<file path="src/rtl/core/lrm_pkg.sv">
// lrm_pkg: shared types and constants for the linear range map
// no dependencies
package lrm_pkg;

    localparam int DataW = 16;
    localparam int NumW = 32;
    localparam int QueueDepth = 4;
    localparam int CfgIdxW = 2;

    typedef enum logic [CfgIdxW-1:0] {
        REG_SOURCE_LOW  = 2'd0,
        REG_SOURCE_HIGH = 2'd1,
        REG_TARGET_LOW  = 2'd2,
        REG_TARGET_HIGH = 2'd3
    } cfg_reg_t;

    typedef enum logic [1:0] {
        KIND_LOW  = 2'd0,
        KIND_HIGH = 2'd1,
        KIND_DIV  = 2'd2
    } kind_t;

    // classified item handed from front to back
    typedef struct packed {
        kind_t            kind;
        logic             descend;
        logic [NumW-1:0]  numer;
        logic [DataW-1:0] span;
        logic [DataW-1:0] base;
        logic [DataW-1:0] clamp;
    } job_t;

endpackage

</file>
<file path="src/rtl/core/lrm_front.sv">
// lrm_front: range tests, offset times delta, rounding term
// depends on lrm_pkg
module lrm_front import lrm_pkg::*; (
    input  logic             aclk,
    input  logic             aresetn,
    input  logic             in_valid,
    output logic             in_ready,
    input  logic [DataW-1:0] sample,
    input  logic [DataW-1:0] source_low,
    input  logic [DataW-1:0] source_high,
    input  logic [DataW-1:0] target_low,
    input  logic [DataW-1:0] target_high,
    output logic             job_valid,
    input  logic             job_ready,
    output job_t             job
);

    logic             v_reg;
    job_t             job_reg, job_next;
    logic [DataW-1:0] offset, span, delta;
    logic             descend;

    assign in_ready  = !v_reg || job_ready;
    assign job_valid = v_reg;
    assign job       = job_reg;

    always_comb begin
        descend = target_high < target_low;
        offset  = sample - source_low;
        span    = source_high - source_low;
        delta   = descend ? target_low - target_high : target_high - target_low;
        job_next.descend = descend;
        job_next.span    = span;
        job_next.base    = target_low;
        job_next.numer   = (NumW'(offset) * NumW'(delta)) + NumW'(span >> 1);
        job_next.clamp   = target_high;
        if (sample < source_low) begin
            job_next.kind  = KIND_LOW;
            job_next.clamp = target_low;
        end else if (sample >= source_high) begin
            job_next.kind = KIND_HIGH;
        end else begin
            job_next.kind = KIND_DIV;
        end
    end

    always_ff @(posedge aclk) begin
        if (!aresetn) begin
            v_reg <= 1'b0;
        end else if (in_ready) begin
            v_reg <= in_valid;
        end
        if (in_ready && in_valid) begin
            job_reg <= job_next;
        end
    end

endmodule

</file>
<file path="config.mk">
export PLATFORM = sky130hd
export DESIGN_NAME = lrm_front
export DESIGN_NICKNAME = d
export VERILOG_FILES = /design/src/rtl/core/lrm_pkg.sv /design/src/rtl/core/lrm_front.sv
export SDC_FILE = /design/constraint.sdc
export NUM_CORES = 1
export LEC_CHECK = 0
export ABC_AREA = 1
export BUFFER_PORTS_ARGS = -buffer_cell sky130_fd_sc_hd__buf_4
export CORE_ASPECT_RATIO = 1.75
export CORE_MARGIN = 8
export CORE_UTILIZATION = 41
export DETAILED_ROUTE_END_ITERATION = 12
export GPL_ROUTABILITY_DRIVEN = 0
export GPL_TIMING_DRIVEN = 0
export SYNTH_ARGS = -nofsm -noshare
export SYNTH_HDL_FRONTEND = slang
export SYNTH_SLANG_ARGS = --single-unit
</file>
<file path="constraint.sdc">
create_clock -name aclk -period 8.8 [get_ports aclk]
set_input_delay 2.64 -clock aclk [delete_from_list [all_inputs] [get_ports aclk]]
set_output_delay 2.64 -clock aclk [all_outputs]
set_load 0.01 [all_outputs]
</file>
* Word level (Yosys, flattened, before mapping)
Cells that the tools add are included.
Operators by class: add/sub/neg operators 5, $mul 1, div/mod/pow operators 0, magnitude comparators 3, equality and inequality tests 0, shift operators 0, multiplexer cells 3, bitwise logic cells 0, reductions and logical operators 3
Operators with widths (number):
- $sub A16 B16 Y16 | 4
- $add A32 B15 Y32 | 1
- $lt A16 B16 Y1 | 2
- $mul A16 B16 Y32 | 1
- $mux W16 | 2
- $ge A16 B16 Y1 | 1
- $mux W2 | 1
- $logic_and A1 B1 Y1 | 1
- $logic_not A1 Y1 | 1
- $logic_or A1 B1 Y1 | 1
Storage, ports and cells: register bits after elaboration 84, latch bits 0, memory bits (writable) 0, ROM bits 0, input bits 84, output and inout bits 85, word-level logic and storage cells 22, memories 0

* Depth between registers and ports, before layout
word-level depth 4, mapped depth 39, depth with buffers taken out 37

* Least setup slack after synthesis
Ideal clock, no wire load.
kind in2reg, from input target_high[0], to register job_reg, in the netlist job[77] (data pin), setup time 0.253 ns, arrival 8.532 ns, data required time 8.547 ns, setup slack 0.015 ns, stages 34, buffers on the path 2, cell sequence inv_1 -> ha_1 -> fa_1 -> inv_1 -> nand3_1 -> nand3_1 -> nand2_1 -> nand2_1 -> nand2_1 -> nand2_4 -> inv_4 -> buf_8 -> nand2_2 -> buf_4 -> nand3_1 -> fa_1 -> inv_1 -> fa_1 -> inv_1 -> fa_1 -> inv_1 -> fa_1 -> fa_1 -> inv_1 -> fa_1 -> inv_1 -> ha_1 -> nand2_1 -> nor2_1 -> inv_1 -> nor3_1 -> nand2_1 -> nand4_1 -> nand2_1
RTL lines:
- start: declaration | RTL line lrm_front.sv:12 | input logic [DataW-1:0] target_high,
- end signal: assignment | RTL line lrm_front.sv:54 | job_reg <= job_next;
- end: declaration | RTL line lrm_front.sv:19 | job_t job_reg, job_next;

==> summary.txt <==
Routing
  – Antenna-violating nets left: 0
  – Drt pass-1 iters: 5
  – Via Count: 14900
  – Initial DRC count: 758
  – Avg WL per Cell: 18.7 um
  – Post-route DRC: 0
  – Via density: 5.17
  – Drt total wl: 54000 um

Min path
  – Worst Hold Class: reg2reg

Placed design
  – Cells after DPL: approximately 2700
  – IO Port Bufs: 168
  – DP HPWL: roughly 43000 um

Floorplan
  – CORE AREA: 0.0390 sq mm
  – Row count: 96
  – Starting density of the core: 41.3%
  – Die Area: approximately 0.046 sq mm
  – Top-Level Pins: 169
  – Chip height: around 280 um
  – Die X: 166 um

STA
  – Slew headroom: between 15 and 20%
  – Max Slew Vio Count: 0
  – Setup TNS: 0 ns
  – Minimum clock period: about 8.7 ns
  – Final period utilization: between 90 and 100%
  – RSZ-0062 raised after global routing: yes
  – Max Clk Rate: about 120 MHz
  – Setup violators final: 0
  – Clock Skew: 0.0150 ns
  – Worst-Margin Slew: 1.23 ns
  – Final hold viol count: 0

Layout
  – Commonest non-fill, non-tap cell in the layout: inv_1
  – Share of post-route cells with drive strength above 1: 28.7%
  – Antenna fix cells: 0
  – Final #Nets: 2869
  – Max reg flops: 83
  – Most frequent cells in the layout: 448 x inv_1, 375 x nand2_1, 275 x buf_4
  – Non-filler cells, final: ~2900
  – Synth-to-layout area growth: 32.1%

Global route
  – GRT Overall Usage: between 20% and 30%
  – Initial antenna violation count: 0
  – Pin count of the biggest net entering global routing: 28
  – Vias in the first global route: 15700
  – Total gr overflow: 0
  – First-pass GRT wire length: around 80000 um

Critical path
  – Worst Setup Start Kind: primary input
  – CP Data Arrival Time: a little under 9 ns
  – Crit path max fanout: 10
  – Crit end category: register
  – CP most frequent cell: inv_2
  – Slowest cell on crit path: fa_1
  – CP required: a little under 9 ns
  – Largest stage delay, worst path: 0.58 ns
  – Kind of critical path: in2reg

Synthesis
  – Post-synth EDFFs: between 80 and 90
  – Synthesis-stage register bit count: 84
  – Post-synthesis sequential area ratio: about 16%
  – Syn_nets: between 2000 and 3000
  – Synth Warn #: 0
  – Asr flop ratio synth: 0%
  – Cell taking the most area after synthesis: fa_1
  – Mapped cell area: 0.0161 sq mm
  – Synth cell types: 39
  – Post-Syn Area per Cell: 7.74 sq um
  – Cells taking the most area after synthesis: fa_1 26%, edfxtp_1 15%, ha_1 15%
  – Synth Instances: around 2100
  – Top FF cell, synth: edfxtp_1
  – Synth top area share: about a quarter

Clocking
  – Num CTS Buffers: 9
  – H-tree depth: 3
  – Clock Latency Late Sink: 0.39 ns
  – Clk pin slew, worst setup/hold paths: 0.07 ns
  – Sink Count: between 80 and 90
  – Clock Path Buffers: 2
  – CTS tree: built
  – Root Driver: clkbuf_16

Outcome
  – Status: completed

Flow run
  – Max Cap Viol: 0
-- timing repair --
item	in CTS	in global routing
gates resized for setup	209	297
gates cloned	2	1
setup buffers	68	58
endpoints found under the setup margin	23	23
pin swaps	62	121
hold buffers	0	0
-- area by class of cell --
class,instances,area [sq um]
Clock inverter,6,87.6
Timing Repair Buffer,298,2480
Clock buffer,9,225
Multi-Input combinational cell,1453,13100
Buffer,32,334
Fill cell,3543,17800
Inverter,507,1960
Sequential cell,84,2510
Tap cell,490,613
-- kinds of logic after synthesis --
family                   count (synthesis)  synth area share [%]
AND/OR/NAND/NOR                        844                  22.0
buffers and inverters                  543                  13.2
AO/OA/AOI/OAI                          154                  5.15
XOR/XNOR                                55                  2.99
adder cells (fa/ha/maj)                400                  41.0
flip-flops                              84                  15.6
-- layer usage --
| layer | vias to the layer above | routed length (um) | global-route usage [%] |
|---|---|---|---|
| met1 | 7170 | 17800 | 21.8 |
| met2 | 563 | 28000 | 42.2 |
| li1 | 6951 | - | - |
| met5 | - | 0 | 0 |
| met3 | 199 | 3120 | 4.30 |
| met4 | 0 | 5040 | 19.3 |
-- worst paths after layout --
| kind | slack (ns) | cells past startpoint | startpoint | to |
|---|---|---|---|---|
| worst min register to register | 0.55 | 2 | job_valid | job_valid |
| worst min-delay path | 0.55 | 2 | job_valid | job_valid |
| worst max-delay path | 0.11 | 32 | target_low[13] | job[75] |
| worst max register to register | 7.35 | 3 | job_valid | job[30] |
-- synth_stat cells (12+ instances only) --
master    count
inv_1       500
nand3_1     142
clkbuf_1     16
nand2_1     475
nand4_1      12
xor2_1       44
o21ai_0      41
ha_1        187
a21oi_1      90
nor2_1      164
edfxtp_1     83
fa_1        213
nor3_1       16
-- per-stage QoR --
step	util, %	setup WS, ns	hold slack, ns	cell area (sq um)
floorplan	-	0.0148	0.595	16100
global placement	46.1	-1.21	0.505	18000
detailed placement	46.2	-1.27	0.552	18000
CTS	50.5	-0.00710	0.561	19700
global route	54.5	-0.100	0.594	21300
finish	54.5	0.107	0.550	21300
-- worst max-delay path, delay by kind of cell --
kind,cells,cell delay [ns]
adders and majority gates,8,3.61
AOI/OAI and AO/OA,5,0.92
buffers and inverters,10,0.86
and+or+nand+nor,9,0.79
Power is not shown: default switching activity piles up to over one toggle a cycle in this logic, so the estimate is an artifact.
