[src/rtl/core/lrm_pkg.sv]
// lrm_pkg: shared types and constants for the linear range map
// no dependencies
package lrm_pkg;

    localparam int DataW = 16;
    localparam int NumW = 32;
    localparam int QueueDepth = 4;
    localparam int CfgIdxW = 2;

    typedef enum logic [CfgIdxW-1:0] {
        REG_SOURCE_LOW  = 2'd0,
        REG_SOURCE_HIGH = 2'd1,
        REG_TARGET_LOW  = 2'd2,
        REG_TARGET_HIGH = 2'd3
    } cfg_reg_t;

    typedef enum logic [1:0] {
        KIND_LOW  = 2'd0,
        KIND_HIGH = 2'd1,
        KIND_DIV  = 2'd2
    } kind_t;

    // classified item handed from front to back
    typedef struct packed {
        kind_t            kind;
        logic             descend;
        logic [NumW-1:0]  numer;
        logic [DataW-1:0] span;
        logic [DataW-1:0] base;
        logic [DataW-1:0] clamp;
    } job_t;

endpackage

[src/rtl/core/lrm_queue.sv]
// lrm_queue: short fifo between front and back
// depends on lrm_pkg
module lrm_queue import lrm_pkg::*; #(
    parameter int Depth = QueueDepth
) (
    input  logic aclk,
    input  logic aresetn,
    input  logic wr_valid,
    output logic wr_ready,
    input  job_t wr_job,
    output logic rd_valid,
    input  logic rd_ready,
    output job_t rd_job
);

    localparam int PtrW = (Depth > 1) ? $clog2(Depth) : 1;

    job_t              mem [Depth];
    logic [PtrW-1:0]   wp_reg, rp_reg;
    logic [PtrW:0]     cnt_reg;
    logic              wr, rd;

    assign wr_ready = cnt_reg != (PtrW+1)'(Depth);
    assign rd_valid = cnt_reg != '0;
    assign rd_job   = mem[rp_reg];
    assign wr       = wr_valid && wr_ready;
    assign rd       = rd_valid && rd_ready;

    always_ff @(posedge aclk) begin
        if (!aresetn) begin
            wp_reg  <= '0;
            rp_reg  <= '0;
            cnt_reg <= '0;
        end else begin
            if (wr) wp_reg <= (wp_reg == PtrW'(Depth-1)) ? '0 : wp_reg + 1'b1;
            if (rd) rp_reg <= (rp_reg == PtrW'(Depth-1)) ? '0 : rp_reg + 1'b1;
            cnt_reg <= cnt_reg + (PtrW+1)'(wr) - (PtrW+1)'(rd);
        end
        if (wr) mem[wp_reg] <= wr_job;
    end

    a_count: assert property (@(posedge aclk) disable iff (!aresetn)
        cnt_reg <= (PtrW+1)'(Depth)) else $error("queue count overflow");
    a_empty: assert property (@(posedge aclk) disable iff (!aresetn)
        (cnt_reg == '0) |-> (wp_reg == rp_reg)) else $error("queue pointers split");
    a_full: assert property (@(posedge aclk) disable iff (!aresetn)
        (cnt_reg == (PtrW+1)'(Depth)) |-> (wp_reg == rp_reg))
        else $error("queue full pointers split");

endmodule

[config.mk]
export PLATFORM = sky130hd
export DESIGN_NAME = lrm_queue
export DESIGN_NICKNAME = d
export VERILOG_FILES = /design/src/rtl/core/lrm_pkg.sv /design/src/rtl/core/lrm_queue.sv
export SDC_FILE = /design/constraint.sdc
export NUM_CORES = 1
export LEC_CHECK = 0
export ABC_CLOCK_PERIOD_IN_PS = 2700
export BUFFER_PORTS_ARGS = -buffer_cell sky130_fd_sc_hd__buf_4
export CORE_MARGIN = 3
export CORE_UTILIZATION = 48
export CTS_CLUSTER_SIZE = 14
export DETAILED_ROUTE_END_ITERATION = 8
export PLACE_DENSITY = 0.8
export SLEW_MARGIN = 20
export SYNTH_ARGS = -nofsm -noshare
export SYNTH_HDL_FRONTEND = slang
export SYNTH_SLANG_ARGS = --single-unit
[constraint.sdc]
create_clock -name aclk -period 2.7 [get_ports aclk]
set_clock_uncertainty 0.2 [all_clocks]
set_input_delay 0.405 -clock aclk [delete_from_list [all_inputs] [get_ports aclk]]
set_output_delay 0.405 -clock aclk [all_outputs]
set_load 0.01 [all_outputs]
After elaboration in Yosys (flattened, before gate mapping)
Memory sizes are Yosys's and may differ from the RTL's. A register that Yosys moved wholly into a read port is not among the register bits.
Index checks and enable logic that the tools add are counted.
- add/subtract/negate cells: 4
- multipliers: 0
- divide/modulo/power cells: 0
- $lt $le $gt $ge: 0
- equal/unequal tests: 3
- shifts and indexed selects: 0
- multiplexer cells: 6
- bitwise operators: 0
- reduce and logical (&&, ||, !) cells: 3
- operators with widths (cell ; count):
    2-bit two-way mux ; 4
    2-bit by 1-bit adder with 2-bit output (second input constant) ; 2
    2-bit == test (second input constant) ; 2
    3-bit by 1-bit adder with 3-bit output ; 1
    3-bit inequality test (second input constant) ; 1
    3-bit nonzero test ; 1
    3-bit by 1-bit subtractor with 3-bit output ; 1
    1-bit logical AND ; 2
    1-bit two-way mux ; 2
- bits in registers: 7
- bits in latches: 0
- RAM bits: 332
- ROM bits: 0
- output and inout bits: 85
- memories: 1
- memories (memory ; words ; width ; read ports ; clocked after Yosys merged registers in ; wr ports ; line ; RTL):
    mem ; 4 ; 83 ; 1 ; 1 ; 1 ; lrm_queue.sv:18 ; job_t mem [Depth];

Depth between registers and ports, before layout
Gate-level depths: netlist of run 1.
- word-level depth: 4
- depth in mapped cells: 12
- depth with buffers taken out: 11

Least setup slack after synthesis of run 1
Ideal clock, no wire load.
- path type: register to register
- start point: register cnt_reg[1]
- end point: register cnt_reg[2]
- setup time: 0.115 ns
- arrival time: 2.285 ns
- data required time: 2.385 ns
- slack: 0.101 ns
- cell stages (with the launch flop): 13
- clock period less this slack: 2.599 ns
- cell sequence: dfxtp_1 or3b_1 buf_6 and2_4 inv_1 ha_1 inv_1 ha_1 inv_1 fa_1 xnor2_1 xnor2_1 and2_1
- longest elaborated chain between the ends: 4
- elaborated cells on any way between the ends: 6
- those cells by class: 2 x add/sub; 1 x eq/ne; 3 x reduce/logical
- RTL lines (what ; line ; RTL):
    from (decl) ; lrm_queue.sv:20 ; logic [PtrW:0] cnt_reg;
    from (signal assigned) ; lrm_queue.sv:37 ; cnt_reg <= cnt_reg + (PtrW+1)'(wr) - (PtrW+1)'(rd);
    3-bit inequality test ; lrm_queue.sv:23 ; assign wr_ready = cnt_reg != (PtrW+1)'(Depth);
    via wr_ready ; lrm_queue.sv:9 ; output logic wr_ready,
    1-bit logical AND ; lrm_queue.sv:26 ; assign wr = wr_valid && wr_ready;
    3-bit by 1-bit adder with 3-bit output ; lrm_queue.sv:37 ;
    3-bit by 1-bit subtractor with 3-bit output ; lrm_queue.sv:37 ;
The timed path passes the listed nets, and every way through them passes these cells.
A chain may end at the register's enable or synchronous reset.

==> summary.md, run 1 <==
| Metric | Value |
|---|---|
| Core area | `~0.025 sq mm` |
| Internal power | `~11 mW` |
| DP Area | `around 0.014 sq mm` |
| Die Height | `between 150 and 200 um` |
| Pleak | `5.52 nW` |
| Setup Viol. Count Final | `0` |
| Psw | `about 3.6 mW` |
| Gate power share | `24.0%` |
| Fin cells | `roughly 1100` |
| Flops & latches, synth | `roughly 340` |
| Setup TNS Final | `0 ps` |
| TritonCTS Buffers | `34` |
| Sequential share of the synthesized area | `just over 80%` |
| DR WL/cell | `approximately 22 um` |
| Worst Path Max Fanout | `43` |
| RSZ-0062 raised after global routing | `false` |
| Number of global-route vias before repair | `~6800` |
| Starting DRT DRC Count | `495` |
| Maximum clock insertion buffer count | `3` |
| Worst endpoint required time | `2100 ps` |
| CP Data Arrival Time | `1970 ps` |
| Hold Path Class | `primary input to flip-flop` |
| Drt pass-1 iters | `4` |
| Yosys warns | `0` |
| Hold_ws | `between 200 and 250 ps` |
| Critical path class | `flip-flop to primary output` |
| Final Cycle Share | `between 90% and 100%` |
| First-pass GRT wire length | `around 38000 um` |
| Max Freq | `389 MHz` |
| Initial core utilization | `between 40% and 50%` |
| Clock transition at path regs | `60 ps` |
| Tot GR Track Use | `about 17%` |
| Syn avg cell area | `between 20 and 30 sq um` |
| Pin count of the biggest net entering global routing | `46` |
| WL final | `around 24000 um` |
| Synthesis-to-finish area growth | `30.3%` |
| Measured slew at the worst slew-check pin | `slightly below 600 ps` |
| Via density per instance | `about 5.4` |
| Dominant cells by area after synthesis | `edfxtp_1 (80%), mux4_2 (15%), dfxtp_1 (1.4%)` |
| Post-route ant nets | `0` |
| Mapped cell area | `~0.012 sq mm` |
| Post-synthesis cell count | `~490` |
| Synth area leader | `edfxtp_1` |
| Clk_lat worst skew | `a little under 500 ps` |
| Pins Over Slew Limit | `0` |
| Syn nets | `580` |
| H-tree levels | `2` |
| Worst slew margin | `61.5%` |
| Sw frac | `between 20% and 30%` |
| Synth top area share | `80.2%` |
| Final instance area | `0.0162 sq mm` |
| Number of flops mapped to enable cells by yosys | `between 300 and 400` |
| Synth Flop Type | `edfxtp_1` |
| Share of layout cells above drive strength 1 | `41.2%` |
| DRC violations left | `0` |
| Status | `completed` |
| Most numerous cell in the Yosys netlist | `edfxtp_1` |
| CP Capture Type | `primary output` |
| NumNets Final | `between 800 and 900` |
| Worst setup SP type | `flip-flop` |
| CTS tree | `done` |
| Hpwl dp | `roughly 14000 um` |
| Clk sinks | `between 300 and 400` |
| GRT Residual Overflow | `0` |
| Max IR drop VDD | `0.703 mV` |
| DP Cell Count | `984` |
| Die width | `around 170 um` |
| Die area | `roughly 0.028 sq mm` |
| Max Cap Violations | `0` |
| I/O Pins | `between 150 and 200` |
| Distinct cells, synth | `25` |
| Sequential fraction of design power | `between 40% and 50%` |
| Root cell of the clock tree | `clkbuf_16` |
| Pwr Density | `roughly 900 mW/mm^2` |
| Port buffer count | `about 170` |
| Max reg flops | `roughly 330` |
| Final min period | `2570 ps` |
| Async S/R FF share, synth | `0%` |
| Synth cell count leaders | `edfxtp_1 (332), mux4_2 (83), buf_2 (9), dfxtp_1 (9)` |
| Placer Congestion | `about 0.74` |
| Initial antenna violation count | `1` |
| Final hold vios | `0` |
| Clock share of power | `about 31%` |
| Vias after detailed routing | `6092` |
| Row count | `slightly below 60` |
==> path summary, 6_finish.rpt <==
check / startpoint / endpoint / slack [ps] / cells after the start
setup reg to reg: cnt_reg[2]$_SDFF_PN0_ / cnt_reg[2]$_SDFF_PN0_ / 160 / 11
setup / recovery: flip-flop / rd_job[29] / 130 / 3
hold / removal: rd_ready / flip-flop / 220 / 4
hold reg to reg: wp_reg[0]$_SDFFE_PN0P_ / wp_reg[0]$_SDFFE_PN0P_ / 330 / 2
==> per-stage QoR <==
stage	power, mW	utilization, %	worst slack (ps)
2_1_floorplan	8.52	-	101
3_3_place_gp	9.92	56.4	168
3_5_place_dp	10.0	56.4	68.6
4_1_cts	14.6	63.9	53.3
5_1_grt	15.0	64.0	33.8
6_report	14.4	64.0	127
==> per-layer routing <==
metal  global-route usage, %  part of all wire [%]  vias to the layer above
met5                       0                     0                        -
met4                    5.16                   2.0                        0
met3                    4.32                   5.9                       41
met2                    30.8                    53                      212
met1                    21.7                    39                     3179
li1                        -                     -                     2660
==> worst max-delay path, cell delays in order (launching register included) <==
cell and delay [ps]:
dfxtp_4 370, buf_12 310, mux4_2 570, buf_4 170
==> timing repair <==
action / 4_1_cts / 5_1_grt
endpoints found under the setup margin: 0 / 1
hold buffers: 85 / 0
setup buffers: 0 / 0
resized for setup: 0 / 4
endpoints found under the hold margin: 335 / 0
==> layout by cell type (no fill, tap or decap), types with 5 or more instances in the layout <==
master,instances
edfxtp_1,332
buf_4,180
dlygate4sd3_1,85
mux4_2,83
clkbuf_16,37
clkbuf_1,12
buf_12,9
ha_1,7
clkinv_2,7
inv_1,6
dfxtp_1,6
nand2_1,5
==> kinds of logic after synthesis <==
logic type               after synthesis  share of synthesized area [%]
flip-flops                           341                           81.6
multiplexers                          84                           15.1
buffers and inverters                 26                           1.15
AND/OR/NAND/NOR                       20                          0.936
adder cells (fa/ha/maj)                8                          0.865
AO/OA/AOI/OAI                          4                          0.181
XOR/XNOR                               2                          0.141
==> power by group through the flow <==
stage / clock [mW] / combinational (mW) / sequential, mW
final: 4.40 / 3.46 / 6.56
after global routing: 4.72 / 3.71 / 6.60
after CTS: 4.52 / 3.50 / 6.56
after detailed placement: 0 / 3.38 / 6.67
after global placement: 0 / 3.30 / 6.61
after floorplan: 0 / 1.90 / 6.62
==> layout make-up <==
cell class / instances / area, sq um
clock buffers: 49 / 971
repair buffers: 274 / 2380
multi-input cells: 118 / 2170
diodes: 1 / 2.50
flip-flops and latches: 341 / 10200
inverters: 6 / 22.5
clock inverters: 13 / 87.6
fillers: 1601 / 9120
well taps: 330 / 413
No activity file was read; power rests on OpenSTA's default activity.
==> run 2: changes to the inputs <==
- CELL_PAD_IN_SITES_DETAIL_PLACEMENT: default -> 1
- CELL_PAD_IN_SITES_GLOBAL_PLACEMENT: default -> 1
- CORE_UTILIZATION: 48 -> 45
- PLACE_DENSITY: 0.8 -> 0.84
==> run 2 against run 1 <==
Net effect:
- total power up 2.2%
- combinational power increased by 2%
- utilization decreased by 3.6 points
- critical path depth up 8
- worst hold slack got worse by 180 ps
- setup slack worse by 3.9 ps
- first-iteration DRC count is 30% lower
- via count decreased by 1.1%
- register-to-register slack worse by 40 ps
- routed wire length grew 9.4%
- largest cell class unchanged
- largest power group unchanged
- highest routed layer unchanged
==> summary.md, run 2 (synthesized netlist as in run 1, its figures left out) <==
| Metric | Value |
|---|---|
| Starting DRT DRC Count | `348 (was 495)` |
| Highest-count cells in the layout ignoring fill and taps | `edfxtp_1 (332), buf_4 (181), mux4_2 (83), dlygate4sd3_1 (83), clkbuf_16 (37) (was edfxtp_1 (332), buf_4 (180), dlygate4sd3_1 (85))` |
| Maximum clock insertion buffer count | `3 (unchanged)` |
| Max reg flops | `332 (unchanged)` |
| TritonCTS Buffers | `35 (was 34)` |
| CP Data Arrival Time | `2750 ps (was 1970 ps)` |
| Placer Congestion | `0.778 (was 0.742)` |
| Status | `completed (unchanged)` |
| WL final | `26600 um (was 24300 um)` |
| DR WL/cell | `23.3 um (was 21.5 um)` |
| Post-route ant nets | `0 (unchanged)` |
| Hold Path Class | `primary input to flip-flop (unchanged)` |
| Core area | `0.0270 sq mm (was 0.0253 sq mm)` |
| Worst setup SP type | `flip-flop (unchanged)` |
| Post-CTS Setup Bufs | `0 (unchanged)` |
| I/O Pins | `172 (unchanged)` |
| Sw frac | `24.8% (was 24.7%)` |
| Setup Viol. Count Final | `0 (unchanged)` |
| Row count | `60 (was 58)` |
| Gate power share | `24.0% (about the same)` |
| Clk sinks | `341 (unchanged)` |
| Share of layout cells above drive strength 1 | `41.4% (was 41.2%)` |
| Clock share of power | `31.3% (was 30.5%)` |
| Synthesis-to-finish area growth | `31.3% (was 30.3%)` |
| Worst slew margin | `64.3% (was 61.5%)` |
| Critical path class | `flip-flop to flip-flop (was flip-flop to primary output)` |
| GRT Residual Overflow | `0 (unchanged)` |
| Final Util | `60.4% (was 64.0%)` |
| Worst Path Max Fanout | `4 (was 43)` |
| Vias after detailed routing | `6026 (was 6092)` |
| Port buffer count | `171 (unchanged)` |
| Via density per instance | `5.26 (was 5.38)` |
| Clk_lat worst skew | `490 ps (about the same)` |
| Final min period | `2580 ps (was 2570 ps)` |
| First-pass GRT wire length | `40400 um (was 38100 um)` |
| Ant. Diodes | `0 (was 1)` |
| CTS tree | `done (unchanged)` |
| Most common cell after layout, fill and taps aside | `edfxtp_1 (unchanged)` |
| Max Freq | `388 MHz (was 389 MHz)` |
| Pleak | `5.57 nW (was 5.52 nW)` |
| Clock transition at path regs | `60 ps (about the same)` |
| DRC violations left | `0 (unchanged)` |
| Die Height | `172 um (was 167 um)` |
| Final Cycle Share | `95.4% (was 95.3%)` |
| NumNets Final | `874 (was 870)` |
| Number of global-route vias before repair | `6860 (was 6848)` |
| RSZ-0062 raised after global routing | `false (unchanged)` |
| Setup TNS Final | `0 ps (unchanged)` |
| Initial antenna violation count | `0 (was 1)` |
| Internal power | `11.1 mW (was 10.9 mW)` |
| Initial core utilization | `46.0% (was 49.1%)` |
| Die area | `0.0297 sq mm (was 0.0279 sq mm)` |
| Hpwl dp | `16500 um (was 14100 um)` |
| Max Cap Violations | `0 (unchanged)` |
| Die width | `172 um (was 167 um)` |
| Tot GR Track Use | `18.2% (was 17.5%)` |
| Fill cells | `2289 (was 1601)` |
| Root cell of the clock tree | `clkbuf_16 (unchanged)` |
| Pin count of the biggest net entering global routing | `36 (was 46)` |
| Measured slew at the worst slew-check pin | `536 ps (was 578 ps)` |
| Sequential fraction of design power | `44.8% (was 45.5%)` |
| Worst endpoint required time | `2880 ps (was 2100 ps)` |
| Drt pass-1 iters | `4 (unchanged)` |
| Psw | `3.65 mW (was 3.56 mW)` |
| Final hold vios | `0 (unchanged)` |
| Pwr Density | `902 mW/mm^2 (was 889 mW/mm^2)` |
| H-tree levels | `2 (unchanged)` |
| CP Capture Type | `flip-flop (was primary output)` |
| Max IR drop VDD | `0.541 mV (was 0.703 mV)` |
| Pins Over Slew Limit | `0 (unchanged)` |
[run 2: cell types whose count changed in the layout (fill, tap and decap cells not counted)]
cell / change
clkinv_2: -3
dlygate4sd3_1: -2
bufinv_16: +2
buf_12: +4
clkinvlp_4: -1
diode_2: -1
buf_4: +1
clkbuf_1: -2
clkinv_1: +4
[run 2: timing repair]
action,CTS,global route
hold buffers,83,0
endpoints found under the setup margin,1,1
hold endpoints to repair,332,0
gates resized for setup,1,3
[run 2: cell type report]
type | instances | area [sq um] | area share [%]
repair buffers | 277 | 2450 | 15.0
multi-input cells | 118 | 2170 | 13.3
well taps | 341 | 427 | 2.61
clock inverters | 15 | 140 | 0.858
inverters | 6 | 22.5 | 0.138
flip-flops and latches | 341 | 10200 | 62.2
clock buffers | 47 | 963 | 5.90
[run 2: critical path, cell delays in order (launching register included)]
cell     delay (ps)
dfxtp_2         360
or3b_4          400
and2_4          180
inv_1            60
ha_1            240
inv_1            70
ha_1            130
inv_1            50
fa_2            370
xnor2_2         140
xnor2_1         120
and2_1          150
[run 2: metal layers]
| layer | vias up | part of all wire, % | GRT usage, % |
|---|---|---|---|
| li1 | 2661 | - | - |
| met1 | 3174 | 41 | 23.9 |
| met2 | 157 | 53 | 31.9 |
| met3 | 34 | 4.8 | 3.36 |
| met4 | 0 | 1.6 | 4.37 |
| met5 | - | 0 | 0 |
[run 2: power groups by stage]
stage / combinational [mW] / sequential (mW) / clock, mW
finish: 3.53 / 6.60 / 4.61
global route: 3.81 / 6.64 / 4.94
CTS: 3.59 / 6.60 / 4.74
detailed placement: 3.47 / 6.71 / 0
global placement: 3.36 / 6.65 / 0
floorplan: 1.90 / 6.62 / 0
[run 2: stage by stage]
step                      total power, mW  area (sq um)  setup WS, ps  instances  hold slack [ps]
after detailed placement             10.2         14400          12.7       1000              318
after global placement               10.0         14400           159       1000              289
final                                14.7         16300           123       1145             41.3
after global routing                 15.4         16300          23.3       1145             22.8
after floorplan                      8.52         12400           101        485              268
after CTS                            14.9         16300          43.2       1145             6.25
[run 2: worst paths after layout]
kind,from,slack (ps),depth (start not counted),endpoint
worst max register to register,cnt_reg[2]$_SDFF_PN0_,120,11,cnt_reg[2]$_SDFF_PN0_
worst min register to register,wp_reg[0]$_SDFFE_PN0P_,330,2,wp_reg[0]$_SDFFE_PN0P_
worst min-delay path,wr_valid,40,3,wp_reg[0]$_SDFFE_PN0P_
worst max-delay path,cnt_reg[2]$_SDFF_PN0_,120,11,cnt_reg[2]$_SDFF_PN0_
